File: src/hdl/vnorm_pkg.sv
// Package: shared widths, norm kinds, controller states and command/status structs.
`default_nettype none
package vnorm_pkg;

	localparam int ELEM_W = 24;   // element port width
	localparam int KIND_W = 2;    // action port width
	localparam int OUT_W  = 34;   // norm result width
	localparam int TOT_W  = 57;   // running total width

	typedef enum logic [KIND_W-1:0] {
		KIND_L1  = 2'd0,
		KIND_L2  = 2'd1,
		KIND_MAX = 2'd2
	} kind_t;

	typedef enum logic [2:0] {
		S_RUN  = 3'd0,
		S_FIN  = 3'd1,
		S_LOAD = 3'd2,
		S_ROOT = 3'd3,
		S_WAIT = 3'd4
	} state_t;

	typedef struct packed {
		logic in_ready;
		logic take;
		logic sqrt_load;
		logic sqrt_step;
		logic out_load;
	} ctrl_cmd_t;

	typedef struct packed {
		logic in_valid;
		logic in_last;
		logic kind_l2;
		logic root_done;
		logic out_busy;
	} dp_sts_t;

endpackage
`default_nettype wire

File: src/hdl/vnorm_elem_if.sv
// Interface: element input channel (valid/ready with element, last, action).
`default_nettype none
interface vnorm_elem_if;
	logic                             valid;
	logic                             ready;
	logic signed [vnorm_pkg::ELEM_W-1:0] element;
	logic                             last;
	logic [vnorm_pkg::KIND_W-1:0]     action;

	modport source (output valid, element, last, action, input ready);
	modport sink   (input valid, element, last, action, output ready);
endinterface
`default_nettype wire

File: src/hdl/vnorm_res_if.sv
// Interface: norm result channel (valid/ready with norm_value).
`default_nettype none
interface vnorm_res_if;
	logic                        valid;
	logic                        ready;
	logic [vnorm_pkg::OUT_W-1:0] norm_value;

	modport source (output valid, norm_value, input ready);
	modport sink   (input valid, norm_value, output ready);
endinterface
`default_nettype wire

File: src/hdl/vector_norm_l1_l2_linf.sv
// Top level: vector norm engine (L1, L2, infinity) over Q7.16 element items.
//
//  channel | dir | handshake     | payload
//  elem    | in  | valid / ready | element[23:0] signed, last, action[1:0]
//  norm    | out | valid / ready | norm_value[33:0] unsigned Q.16
//
// One element item per cycle while a vector streams in.
// After the last item, L1 and infinity pass settle and load to the result register;
// L2 passes settle, root load, 29 root steps of the subtractor and load.
// A result waits in the output register; intake resumes once it is loaded.
// arst_n clears the controller, pipeline valid, vector flag and output valid.
`default_nettype none
module vector_norm_l1_l2_linf #(
	parameter int ELEM_WIDTH = 24
) (
	input wire logic    clk,
	input wire logic    arst_n,
	vnorm_elem_if.sink  elem,
	vnorm_res_if.source norm
);

	vnorm_pkg::ctrl_cmd_t cmd;
	vnorm_pkg::dp_sts_t   sts;

	vnorm_ctrl u_ctrl (
		.clk    (clk),
		.arst_n (arst_n),
		.sts    (sts),
		.cmd    (cmd)
	);

	vnorm_dp #(
		.ELEM_WIDTH (ELEM_WIDTH)
	) u_dp (
		.clk    (clk),
		.arst_n (arst_n),
		.elem   (elem),
		.norm   (norm),
		.cmd    (cmd),
		.sts    (sts)
	);

endmodule
`default_nettype wire

File: src/hdl/vnorm_ctrl.sv
// Controller: sequences element intake, square root iterations and result hand-off.
`default_nettype none
module vnorm_ctrl (
	input  wire logic                clk,
	input  wire logic                arst_n,
	input  wire vnorm_pkg::dp_sts_t  sts,
	output vnorm_pkg::ctrl_cmd_t     cmd
);

	vnorm_pkg::state_t state_q, state_d;

	// state register
	always_ff @(posedge clk or negedge arst_n) begin
		if (!arst_n) begin
			state_q <= vnorm_pkg::S_RUN;
		end else begin
			state_q <= state_d;
		end
	end

	// next state and commands
	always_comb begin
		state_d = state_q;
		cmd     = '0;
		case (state_q)
			vnorm_pkg::S_RUN: begin
				cmd.in_ready = 1'b1;
				cmd.take     = sts.in_valid;
				if (sts.in_valid && sts.in_last) begin
					state_d = vnorm_pkg::S_FIN;
				end
			end
			vnorm_pkg::S_FIN: begin
				// last term lands in the total this cycle
				state_d = sts.kind_l2 ? vnorm_pkg::S_LOAD : vnorm_pkg::S_WAIT;
			end
			vnorm_pkg::S_LOAD: begin
				cmd.sqrt_load = 1'b1;
				state_d       = vnorm_pkg::S_ROOT;
			end
			vnorm_pkg::S_ROOT: begin
				cmd.sqrt_step = 1'b1;
				if (sts.root_done) begin
					state_d = vnorm_pkg::S_WAIT;
				end
			end
			vnorm_pkg::S_WAIT: begin
				if (!sts.out_busy) begin
					cmd.out_load = 1'b1;
					state_d      = vnorm_pkg::S_RUN;
				end
			end
			default: begin
				state_d = vnorm_pkg::S_RUN;
			end
		endcase
	end

	// root iterations only run for an L2 vector
	a_step_l2: assert property (@(posedge clk) disable iff (!arst_n)
		cmd.sqrt_step |-> sts.kind_l2)
		else $error("square root step outside an L2 vector");

	// the result register is never overwritten while still held
	a_load_free: assert property (@(posedge clk) disable iff (!arst_n)
		cmd.out_load |-> !sts.out_busy)
		else $error("result loaded while output slot busy");

	// intake stops right after the final element of a vector
	a_stop_after_last: assert property (@(posedge clk) disable iff (!arst_n)
		(cmd.take && sts.in_last) |=> !cmd.in_ready)
		else $error("element taken after last before result finished");

endmodule
`default_nettype wire

File: src/hdl/vnorm_dp.sv
// Datapath: magnitude/square stage, saturating accumulator, bitwise root, result register.
`default_nettype none
module vnorm_dp #(
	parameter int ELEM_WIDTH = 24
) (
	input  wire logic                 clk,
	input  wire logic                 arst_n,
	vnorm_elem_if.sink                elem,
	vnorm_res_if.source               norm,
	input  wire vnorm_pkg::ctrl_cmd_t cmd,
	output vnorm_pkg::dp_sts_t        sts
);

	localparam int TW = vnorm_pkg::TOT_W;
	localparam int OW = vnorm_pkg::OUT_W;
	localparam int SQ_W = 2 * ELEM_WIDTH;

	logic [ELEM_WIDTH-1:0] raw;
	logic [ELEM_WIDTH-1:0] mag;
	logic [SQ_W-1:0]       sq;
	vnorm_pkg::kind_t      kind_new, kind_use;

	logic                  valid_s1;
	logic                  first_s1;
	vnorm_pkg::kind_t      kind_s1;
	logic [TW-1:0]         term_s1;

	logic                  inside_q;
	vnorm_pkg::kind_t      kind_q;
	logic [TW-1:0]         total_q;
	logic [TW:0]           sum;
	logic [TW-1:0]         base;

	logic [TW-1:0]         x_q, r_q, bit_q;
	logic [TW:0]           rb;

	logic                  out_valid_q;
	logic [OW-1:0]         norm_q;
	logic [OW-1:0]         result;

	// magnitude of the low ELEM_WIDTH bits, then kind select
	assign raw = elem.element[ELEM_WIDTH-1:0];
	assign mag = raw[ELEM_WIDTH-1] ? (~raw + 1'b1) : raw;
	assign sq  = SQ_W'(mag) * SQ_W'(mag);

	always_comb begin
		case (elem.action)
			vnorm_pkg::KIND_L1: kind_new = vnorm_pkg::KIND_L1;
			vnorm_pkg::KIND_L2: kind_new = vnorm_pkg::KIND_L2;
			default:            kind_new = vnorm_pkg::KIND_MAX;
		endcase
	end
	assign kind_use = inside_q ? kind_q : kind_new;

	// stage 1: term register and vector bookkeeping
	always_ff @(posedge clk or negedge arst_n) begin
		if (!arst_n) begin
			valid_s1 <= 1'b0;
			inside_q <= 1'b0;
			kind_q   <= vnorm_pkg::KIND_L1;
		end else begin
			valid_s1 <= cmd.take;
			if (cmd.take) begin
				inside_q <= !elem.last;
				kind_q   <= kind_use;
			end
		end
	end

	always_ff @(posedge clk) begin
		if (cmd.take) begin
			first_s1 <= !inside_q;
			kind_s1  <= kind_use;
			term_s1  <= (kind_use == vnorm_pkg::KIND_L2) ? TW'(sq) : TW'(mag);
		end
	end

	// stage 2: saturating sum or running maximum; first element restarts
	assign base = first_s1 ? '0 : total_q;
	assign sum  = {1'b0, base} + {1'b0, term_s1};

	always_ff @(posedge clk) begin
		if (valid_s1) begin
			if (kind_s1 == vnorm_pkg::KIND_MAX) begin
				total_q <= (term_s1 > base) ? term_s1 : base;
			end else begin
				total_q <= sum[TW] ? '1 : sum[TW-1:0];
			end
		end
	end

	// floored square root, one result bit per step
	assign rb = {1'b0, r_q} + {1'b0, bit_q};

	always_ff @(posedge clk) begin
		if (cmd.sqrt_load) begin
			x_q   <= total_q;
			r_q   <= '0;
			bit_q <= TW'(1) << (TW - 1);
		end else if (cmd.sqrt_step) begin
			if ({1'b0, x_q} >= rb) begin
				x_q <= x_q - rb[TW-1:0];
				r_q <= (r_q >> 1) + bit_q;
			end else begin
				r_q <= r_q >> 1;
			end
			bit_q <= bit_q >> 2;
		end
	end

	// result select with output saturation
	always_comb begin
		if (kind_q == vnorm_pkg::KIND_L2) begin
			result = r_q[OW-1:0];
		end else if (|total_q[TW-1:OW]) begin
			result = '1;
		end else begin
			result = total_q[OW-1:0];
		end
	end

	// output register
	always_ff @(posedge clk or negedge arst_n) begin
		if (!arst_n) begin
			out_valid_q <= 1'b0;
		end else if (cmd.out_load) begin
			out_valid_q <= 1'b1;
		end else if (norm.ready) begin
			out_valid_q <= 1'b0;
		end
	end

	always_ff @(posedge clk) begin
		if (cmd.out_load) begin
			norm_q <= result;
		end
	end

	assign norm.valid      = out_valid_q;
	assign norm.norm_value = norm_q;
	assign elem.ready      = cmd.in_ready;

	// status to the controller
	assign sts.in_valid  = elem.valid;
	assign sts.in_last   = elem.last;
	assign sts.kind_l2   = (kind_q == vnorm_pkg::KIND_L2);
	assign sts.root_done = bit_q[0];
	assign sts.out_busy  = out_valid_q && !norm.ready;

endmodule
`default_nettype wire

File: src/flat_wrapper.sv
// flat-port wrapper written by rule: the top's interface ports become plain ports
module vector_norm_l1_l2_linf_flat 
#(
	parameter int ELEM_WIDTH = 24
)
  (clk, arst_n, elem_valid, elem_element, elem_last, elem_action, elem_ready, norm_valid, norm_norm_value, norm_ready);
  vnorm_elem_if elem_i ();
  vnorm_res_if norm_i ();
  input wire logic clk;
  input wire logic arst_n;
  input wire logic [$bits(elem_i.valid)-1:0] elem_valid;
  input wire logic [$bits(elem_i.element)-1:0] elem_element;
  input wire logic [$bits(elem_i.last)-1:0] elem_last;
  input wire logic [$bits(elem_i.action)-1:0] elem_action;
  output wire logic [$bits(elem_i.ready)-1:0] elem_ready;
  output wire logic [$bits(norm_i.valid)-1:0] norm_valid;
  output wire logic [$bits(norm_i.norm_value)-1:0] norm_norm_value;
  input wire logic [$bits(norm_i.ready)-1:0] norm_ready;
  assign elem_i.valid = elem_valid;
  assign elem_i.element = elem_element;
  assign elem_i.last = elem_last;
  assign elem_i.action = elem_action;
  assign elem_ready = elem_i.ready;
  assign norm_valid = norm_i.valid;
  assign norm_norm_value = norm_i.norm_value;
  assign norm_i.ready = norm_ready;
  vector_norm_l1_l2_linf #(.ELEM_WIDTH(ELEM_WIDTH)) u_core (.clk(clk), .arst_n(arst_n), .elem(elem_i), .norm(norm_i));
endmodule
File: config.mk
export PLATFORM = sky130hd
export DESIGN_NAME = vector_norm_l1_l2_linf_flat
export DESIGN_NICKNAME = d
export VERILOG_FILES = /design/src/hdl/vnorm_pkg.sv /design/src/hdl/vnorm_elem_if.sv /design/src/hdl/vnorm_res_if.sv /design/src/hdl/vector_norm_l1_l2_linf.sv /design/src/hdl/vnorm_ctrl.sv /design/src/hdl/vnorm_dp.sv /design/src/flat_wrapper.sv
export SDC_FILE = /design/constraint.sdc
export NUM_CORES = 2
export LEC_CHECK = 0
export BUFFER_PORTS_ARGS = -buffer_cell sky130_fd_sc_hd__buf_2
export CAP_MARGIN = 20
export CORE_MARGIN = 4
export CORE_UTILIZATION = 40
export DETAILED_ROUTE_END_ITERATION = 10
export MAX_ROUTING_LAYER = met4
export PLACE_DENSITY = 0.56
export REMOVE_ABC_BUFFERS = 1
export SYNTH_ARGS = -nofsm -noshare
export SYNTH_HDL_FRONTEND = slang
export SYNTH_SLANG_ARGS = --single-unit
export TNS_END_PERCENT = 30
File: constraint.sdc
create_clock -name clk -period 22.3 [get_ports clk]
set_clock_uncertainty 0.2 [all_clocks]
set_input_delay 2.23 -clock clk [delete_from_list [all_inputs] [get_ports clk]]
set_output_delay 2.23 -clock clk [all_outputs]
set_load 0.01 [all_outputs]
Yosys cells after proc, flatten, opt, wreduce, memory -nomap -nowiden
Index checks and enable logic that the tools add are counted.
- word-level logic and storage cells: 73
- latch bits: 0
- flip-flop bits (word level): 302
- memories kept: 0
- output and inout port bits: 36
- bits of input ports: 31
- bits in writable memories: 0
- bits in read-only memories: 0
- $mul: 1
- multiplexer cells: 26
- reduce and logical (&&, ||, !) cells: 13
- $add $sub $neg: 5
- equality and inequality tests: 11
- shifts and indexed selects: 0
- bitwise logic cells: 1
- magnitude comparators: 2
- div/mod/pow operators: 0
- operators with widths (cell ; count):
    $mux W57 ; 8
    $add A57 B57 Y58 ; 2
    $mux W34 ; 2
    $ge A57 B58 Y1 ; 1
    $add A56 B57 Y57 ; 1
    $gt A57 B57 Y1 ; 1
    $sub A57 B57 Y57 ; 1
    $mul A24 B24 Y48 ; 1
    $mux W24 ; 2
    $add A24 B1 Y24 const B ; 1
    $not A24 Y24 ; 1
    $reduce_or A23 Y1 ; 1
    $pmux W3 S5 ; 1
    $mux W3 ; 4
    $eq A2 B1 Y1 const B ; 3
    $eq A3 B2 Y1 const B ; 2
    $mux W1 ; 6
    $ne A2 B2 Y1 const B ; 3
    $reduce_bool A2 Y1 ; 3
    $mux W2 ; 2
    $pmux W2 S2 ; 1
    $eq A3 B1 Y1 const B ; 1
    $eq A3 B3 Y1 const B ; 1
    $logic_not A1 Y1 ; 3
    other kinds (6) ; 7

Logic depth before layout (Yosys ltp)
- depth after elaboration: 5
- gate-level depth with buffers: 38

Hierarchy
From an unflattened synthesis, not the netlist that was laid out.
- cells, all modules: 4529
- area total of the unflattened synthesis: 39656.8 sq um
- modules (own cells, without submodules) (module ; area an instance (sq um) ; instances ; cells each ; sequential area each (sq um)):
    vnorm_dp ; 39474.1 ; 1 ; 4511 ; 7822.5
    vnorm_ctrl ; 182.7 ; 1 ; 18 ; 75.1

Worst setup path before layout
No wires, ideal clock.
- path type: input to register
- start point: input port elem_element[0]
- end point: register u_core.u_dp.term_s1[44], data pin
- library setup time: 266 ps
- buffers on the path: 3
- stages on the path: 37
- path slack: 10880 ps
- arrival time: 10954 ps
- cell sequence: clkbuf_1 -> inv_1 -> clkbuf_1 -> ha_1 -> nand2_1 -> or4_4 -> or4_4 -> o21a_1 -> xnor2_1 -> inv_1 -> clkbuf_1 -> nand2_1 -> fa_1 -> inv_1 -> fa_1 -> fa_1 -> inv_1 -> fa_1 -> inv_1 -> fa_1 -> inv_1 -> fa_1 -> inv_1 -> fa_1 -> ha_1 -> a21oi_1 -> a21boi_0 -> nor3_1 -> o21ai_0 -> o32ai_1 -> o31a_1 -> nor3_1 -> nand2b_1 -> o311a_1 -> nor2_1 -> xor2_1 -> nor2_1
- longest elaborated chain between the ends: 4
- ends and longest elaborated chain (what ; RTL line ; source):
    start, declared ; flat_wrapper.sv:12 ; input wire logic [$bits(elem_i.element)-1:0] elem_element;
    $not A24 Y24 ; vnorm_dp.sv:43 ; assign mag = raw[ELEM_WIDTH-1] ? (~raw + 1'b1) : raw;
    $add A24 B1 Y24 ; vnorm_dp.sv:43 ;
    $mux W24 * ; vnorm_dp.sv:43 ;
    $mul A24 B24 Y48 * ; vnorm_dp.sv:44 ; assign sq = SQ_W'(mag) * SQ_W'(mag);
    end signal, assigned ; vnorm_dp.sv:74 ; term_s1 <= (kind_use == vnorm_pkg::KIND_L2) ? TW'(sq) : TW'(mag);
    end, declared ; vnorm_dp.sv:26 ; logic [TW-1:0] term_s1;
Mark *: on every way between the ends. The rest lies on a longest branch, timed or not.
A chain may end at the register's enable or synchronous reset.

Final worst setup path
Ends and elaborated chain as after synthesis.

==> summary.txt <==
Status
  • Status: finished clean

Timing
  • RSZ-0062 raised after global routing: false
  • Sum Neg Setup Slack: 0 ps
  • Worst-margin pin slew: just under 1000 ps
  • Post-route fraction of the period consumed by the critical path: ~54%
  • Number of hold violations in the final report: 0
  • Slew margin rel.: between 30% and 40%
  • Final number of setup-violating endpoints: 0
  • Clock period minus final worst setup slack: ~12000 ps
  • Highest clock rate: between 80 and 90 MHz
  • Fin. max-slew vios: 0

GRT
  • Gr busiest metal: met2
  • GR Layer Usage met2: between 30% and 40%
  • GR Layer Usage met3: between 1.5 and 2%
  • Pin count of the biggest net entering global routing: roughly 80
  • GR Layer Usage met1: around 28%
  • Wire length of the first global-routing pass: ~180000 µm
  • Total global routing track utilization: 22.0%
  • Via count of the first global-routing pass: approximately 32000
  • Initial antenna violation count: 0
  • Grt total ovfl: 0

Worst setup path
  • Required time reported for the critical path endpoint: 22370 ps
  • Cell type group with the largest total delay on the critical path: adder cells
  • Setup Crit Path Kind: input pin to register
  • Reg2reg setup slack: between 10000 and 15000 ps
  • Master of the slowest instance on the critical path: sky130_fd_sc_hd__fa_1
  • Crit path launch: elem_element[0]
  • Logic depth of the worst path, buffers included: 36
  • Crit path arrival time: between 10000 and 15000 ps
  • Largest incremental delay on the critical path: 560 ps
  • R2R Path Start: u_core.u_dp.bit_q[0]
  • R2R Path End: u_core.u_dp.x_q[2]
  • Highest net fanout along the worst path: 16
  • Worst reg2reg path depth: 27
  • Sort of element at the start of the critical path: input pin
  • CP endpoint kind: register
  • Buffering stage count on the worst path with inverters included: 9

Synthesis
  • Post-synthesis cell type with the largest combined area: sky130_fd_sc_hd__fa_1
  • Top flip-flop cell by instance count after synthesis: sky130_fd_sc_hd__edfxtp_1
  • Syn Area/Cell: approximately 8.7 µm²
  • Share of the synthesized area in the top cell type: 21.8%
  • Number of standard cells after synthesis: between 4000 and 5000
  • Share of flip-flops with an asynchronous set or reset after synthesis: 2.73%
  • Leading cell types by total area after synthesis: sky130_fd_sc_hd__fa_1 (22%), sky130_fd_sc_hd__edfxtp_1 (15%), sky130_fd_sc_hd__ha_1 (12%)
  • Portion of the post-synthesis area used by sequential elements: approximately a fifth
  • Warnings from Yosys: 0
  • Register bit total from synthesis: around 290
  • Area of the mapped netlist: slightly below 40000 µm²
  • Distinct cell type count of the synthesized netlist: 92
  • Number of enable flip-flop cells after synthesis: 199

Layout
  • Most common cell after layout, fill and taps aside: sky130_fd_sc_hd__inv_1
  • Area Growth Syn to Fin: 7.44%
  • Top library cells by usage in the layout, fill and taps aside: sky130_fd_sc_hd__inv_1 (714), sky130_fd_sc_hd__nand2_1 (454), sky130_fd_sc_hd__fa_1 (427)
  • Final net count: roughly 5300
  • Multi-input gate area: approximately 28000 µm²
  • Count of inserted antenna diode cells: 0
  • Final core area utilization: a little over two fifths
  • Filler cell count in the final layout: a little under 10000
  • Share of final-layout standard cells stronger than drive strength 1: about 5.1%
  • Sequential Area: 7900 µm²

Floorplan
  • Initial cell density of the core: 40.5%
  • Die ar.: 103000 µm²
  • Number of top-level pins: between 60 and 70
  • X dimension of the die: ~320 µm
  • Core Region: 97000 µm²
  • Floorplan row count: between 100 and 150
  • Die Span Y: 321 µm

CTS
  • CTS H-Tree Depth: 2
  • Root buffer cell: sky130_fd_sc_hd__clkbuf_16
  • Clock tree from TritonCTS: yes
  • Setup bufs post-CTS: 0
  • Clock latency reported for the late side of the worst-skew pair: about 560 ps
  • CTS max path bufs: 3
  • Number of clock sinks: between 200 and 300
  • Hold-fix buffers at CTS: 0
  • Post_cts resized: 0
  • Post-CTS clock slew at the launch and capture registers of the worst setup and hold paths: roughly 60 ps
  • Number of buffers added by the clock tree synthesis step: 36

Drt
  • Number of routed nets with antenna violations: 0
  • Final routed DRC violation total: 0
  • Count of vias placed by the detailed router: roughly 31000
  • Drt first-iter violations: between 2000 and 2500
  • Routed WL per cell: between 15 and 20 µm
  • Routed wire length: roughly 110000 µm
  • Number of vias per cell after detailed routing: about 5.3
  • TritonRoute pass-1 iters: 6

Hold path
  • Number of instances on the worst hold path: 2
  • Startpoint of the most critical hold path: u_core.u_dp.bit_q[14]
  • Hold Path End: u_core.u_dp.bit_q[14]
  • Class of the tightest hold or removal check: register to register

Job
  • Max Cap Viol: 0

Placement
  • HPWL after detailed placement: 86200 µm
  • Number of I/O port buffers: 66
  • Gpl congestion: 0.944
-- through the flow --
stage / hold WS [ps] / cell area (µm²) / cells / setup slack [ps]
finish: 282 / 42200 / 5794 / 10260
global route: 302 / 42200 / 5794 / 9720
CTS: 283 / 42200 / 5793 / 10080
detailed placement: 274 / 40900 / 5730 / 9500
global placement: 269 / 40900 / 5730 / 9890
floorplan: 251 / 38600 / 4342 / 10760
-- registers in the layout (all words and copies together), names as in the netlist, 2 cells and up --
name                         count
u_core.u_dp.r_q                 57
u_core.u_dp.total_q             57
u_core.u_dp.x_q                 57
u_core.u_dp.term_s1             48
u_core.u_dp.norm.norm_value     34
u_core.u_dp.bit_q               29
u_core.u_ctrl.state_q            3
u_core.u_dp.kind_q               2
u_core.u_dp.kind_s1              2
-- worst register-to-register path: stages (launching register included) --
cell	delay (ps)
sky130_fd_sc_hd__dfxtp_1	680
sky130_fd_sc_hd__ha_1	280
sky130_fd_sc_hd__ha_1	190
sky130_fd_sc_hd__a21oi_1	120
sky130_fd_sc_hd__o21ai_0	420
sky130_fd_sc_hd__nand2_1	140
sky130_fd_sc_hd__nand2_1	120
sky130_fd_sc_hd__a21boi_0	140
sky130_fd_sc_hd__o21ai_0	190
sky130_fd_sc_hd__nand2_1	120
sky130_fd_sc_hd__o21ai_0	310
sky130_fd_sc_hd__a31oi_1	200
sky130_fd_sc_hd__o21bai_1	310
sky130_fd_sc_hd__nand2_1	110
sky130_fd_sc_hd__xor2_1	170
sky130_fd_sc_hd__ha_1	440
sky130_fd_sc_hd__nand2_1	110
sky130_fd_sc_hd__nor4_1	240
sky130_fd_sc_hd__buf_4	210
sky130_fd_sc_hd__nand4_1	240
sky130_fd_sc_hd__nor4_1	600
sky130_fd_sc_hd__nor2_1	70
sky130_fd_sc_hd__nor4b_1	180
sky130_fd_sc_hd__nor2_1	200
sky130_fd_sc_hd__o211ai_1	200
sky130_fd_sc_hd__a31o_2	470
sky130_fd_sc_hd__a21oi_4	220
sky130_fd_sc_hd__buf_4	630
-- routing by layer --
metal	vias to the layer above	routed length, µm
met2	673	52000
met3	174	4280
li1	15000	-
met1	15100	48500
met5	-	0
met4	0	4180
-- cells by family after synthesis --
group	count (synthesis)	share of synthesized area (%)
adder cells (fa/ha/maj)	810	34.0
other	2	0.0191
multiplexers	66	1.69
AND/OR/NAND/NOR	1264	14.6
buffers and inverters	904	8.72
AO/OA/AOI/OAI	904	14.9
flip-flops	293	20.1
XOR/XNOR	265	5.98
-- worst max path at each step --
stage / endpoint / slack (ps)
4_1_cts: u_core.u_dp.term_s1[44] / 10080
6_report: u_core.u_dp.term_s1[44] / 10260
3_5_place_dp: u_core.u_dp.term_s1[44] / 9500
2_1_floorplan: u_core.u_dp.term_s1[44] / 10760
3_3_place_gp: u_core.u_dp.term_s1[44] / 9890
5_1_grt: u_core.u_dp.term_s1[44] / 9720
-- final cells by class --
type	count	area share [%]
clock buffer	42	2.29
clock inverter	21	0.594
inverter	723	6.44
multi-input combinational	3326	66.5
sequential	293	18.7
tap	1276	3.79
timing repair buffer	113	1.62
-- cells in the mapped netlist (13+ instances only) --
cell type and instances:
sky130_fd_sc_hd__o31ai_1 25, sky130_fd_sc_hd__ha_1 383, sky130_fd_sc_hd__xor2_1 123, sky130_fd_sc_hd__nand3_1 66, sky130_fd_sc_hd__nor3_1 51, sky130_fd_sc_hd__nand2b_1 85, sky130_fd_sc_hd__fa_1 427, sky130_fd_sc_hd__dfxtp_1 86
sky130_fd_sc_hd__nor2b_1 33, sky130_fd_sc_hd__and3_1 17, sky130_fd_sc_hd__buf_2 22, sky130_fd_sc_hd__nor4_1 22, sky130_fd_sc_hd__o211ai_1 15, sky130_fd_sc_hd__a22oi_1 47, sky130_fd_sc_hd__a21o_1 65, sky130_fd_sc_hd__xnor2_1 140
sky130_fd_sc_hd__nand4_1 59, sky130_fd_sc_hd__edfxtp_1 199, sky130_fd_sc_hd__mux2i_1 65, sky130_fd_sc_hd__inv_1 714, sky130_fd_sc_hd__a211oi_1 13, sky130_fd_sc_hd__o22a_1 38, sky130_fd_sc_hd__o21ai_0 195, sky130_fd_sc_hd__nor2_1 395
sky130_fd_sc_hd__o21bai_1 43, sky130_fd_sc_hd__a21oi_1 253, sky130_fd_sc_hd__nand2_1 456, sky130_fd_sc_hd__and2_1 14, sky130_fd_sc_hd__a31o_2 14, sky130_fd_sc_hd__a31oi_1 57, sky130_fd_sc_hd__or3_1 14, sky130_fd_sc_hd__o21a_1 24
sky130_fd_sc_hd__clkbuf_1 150
Power is left out: the tool's default activity adds up to more than one toggle a clock period on the data nets, which glitch-free logic cannot reach.
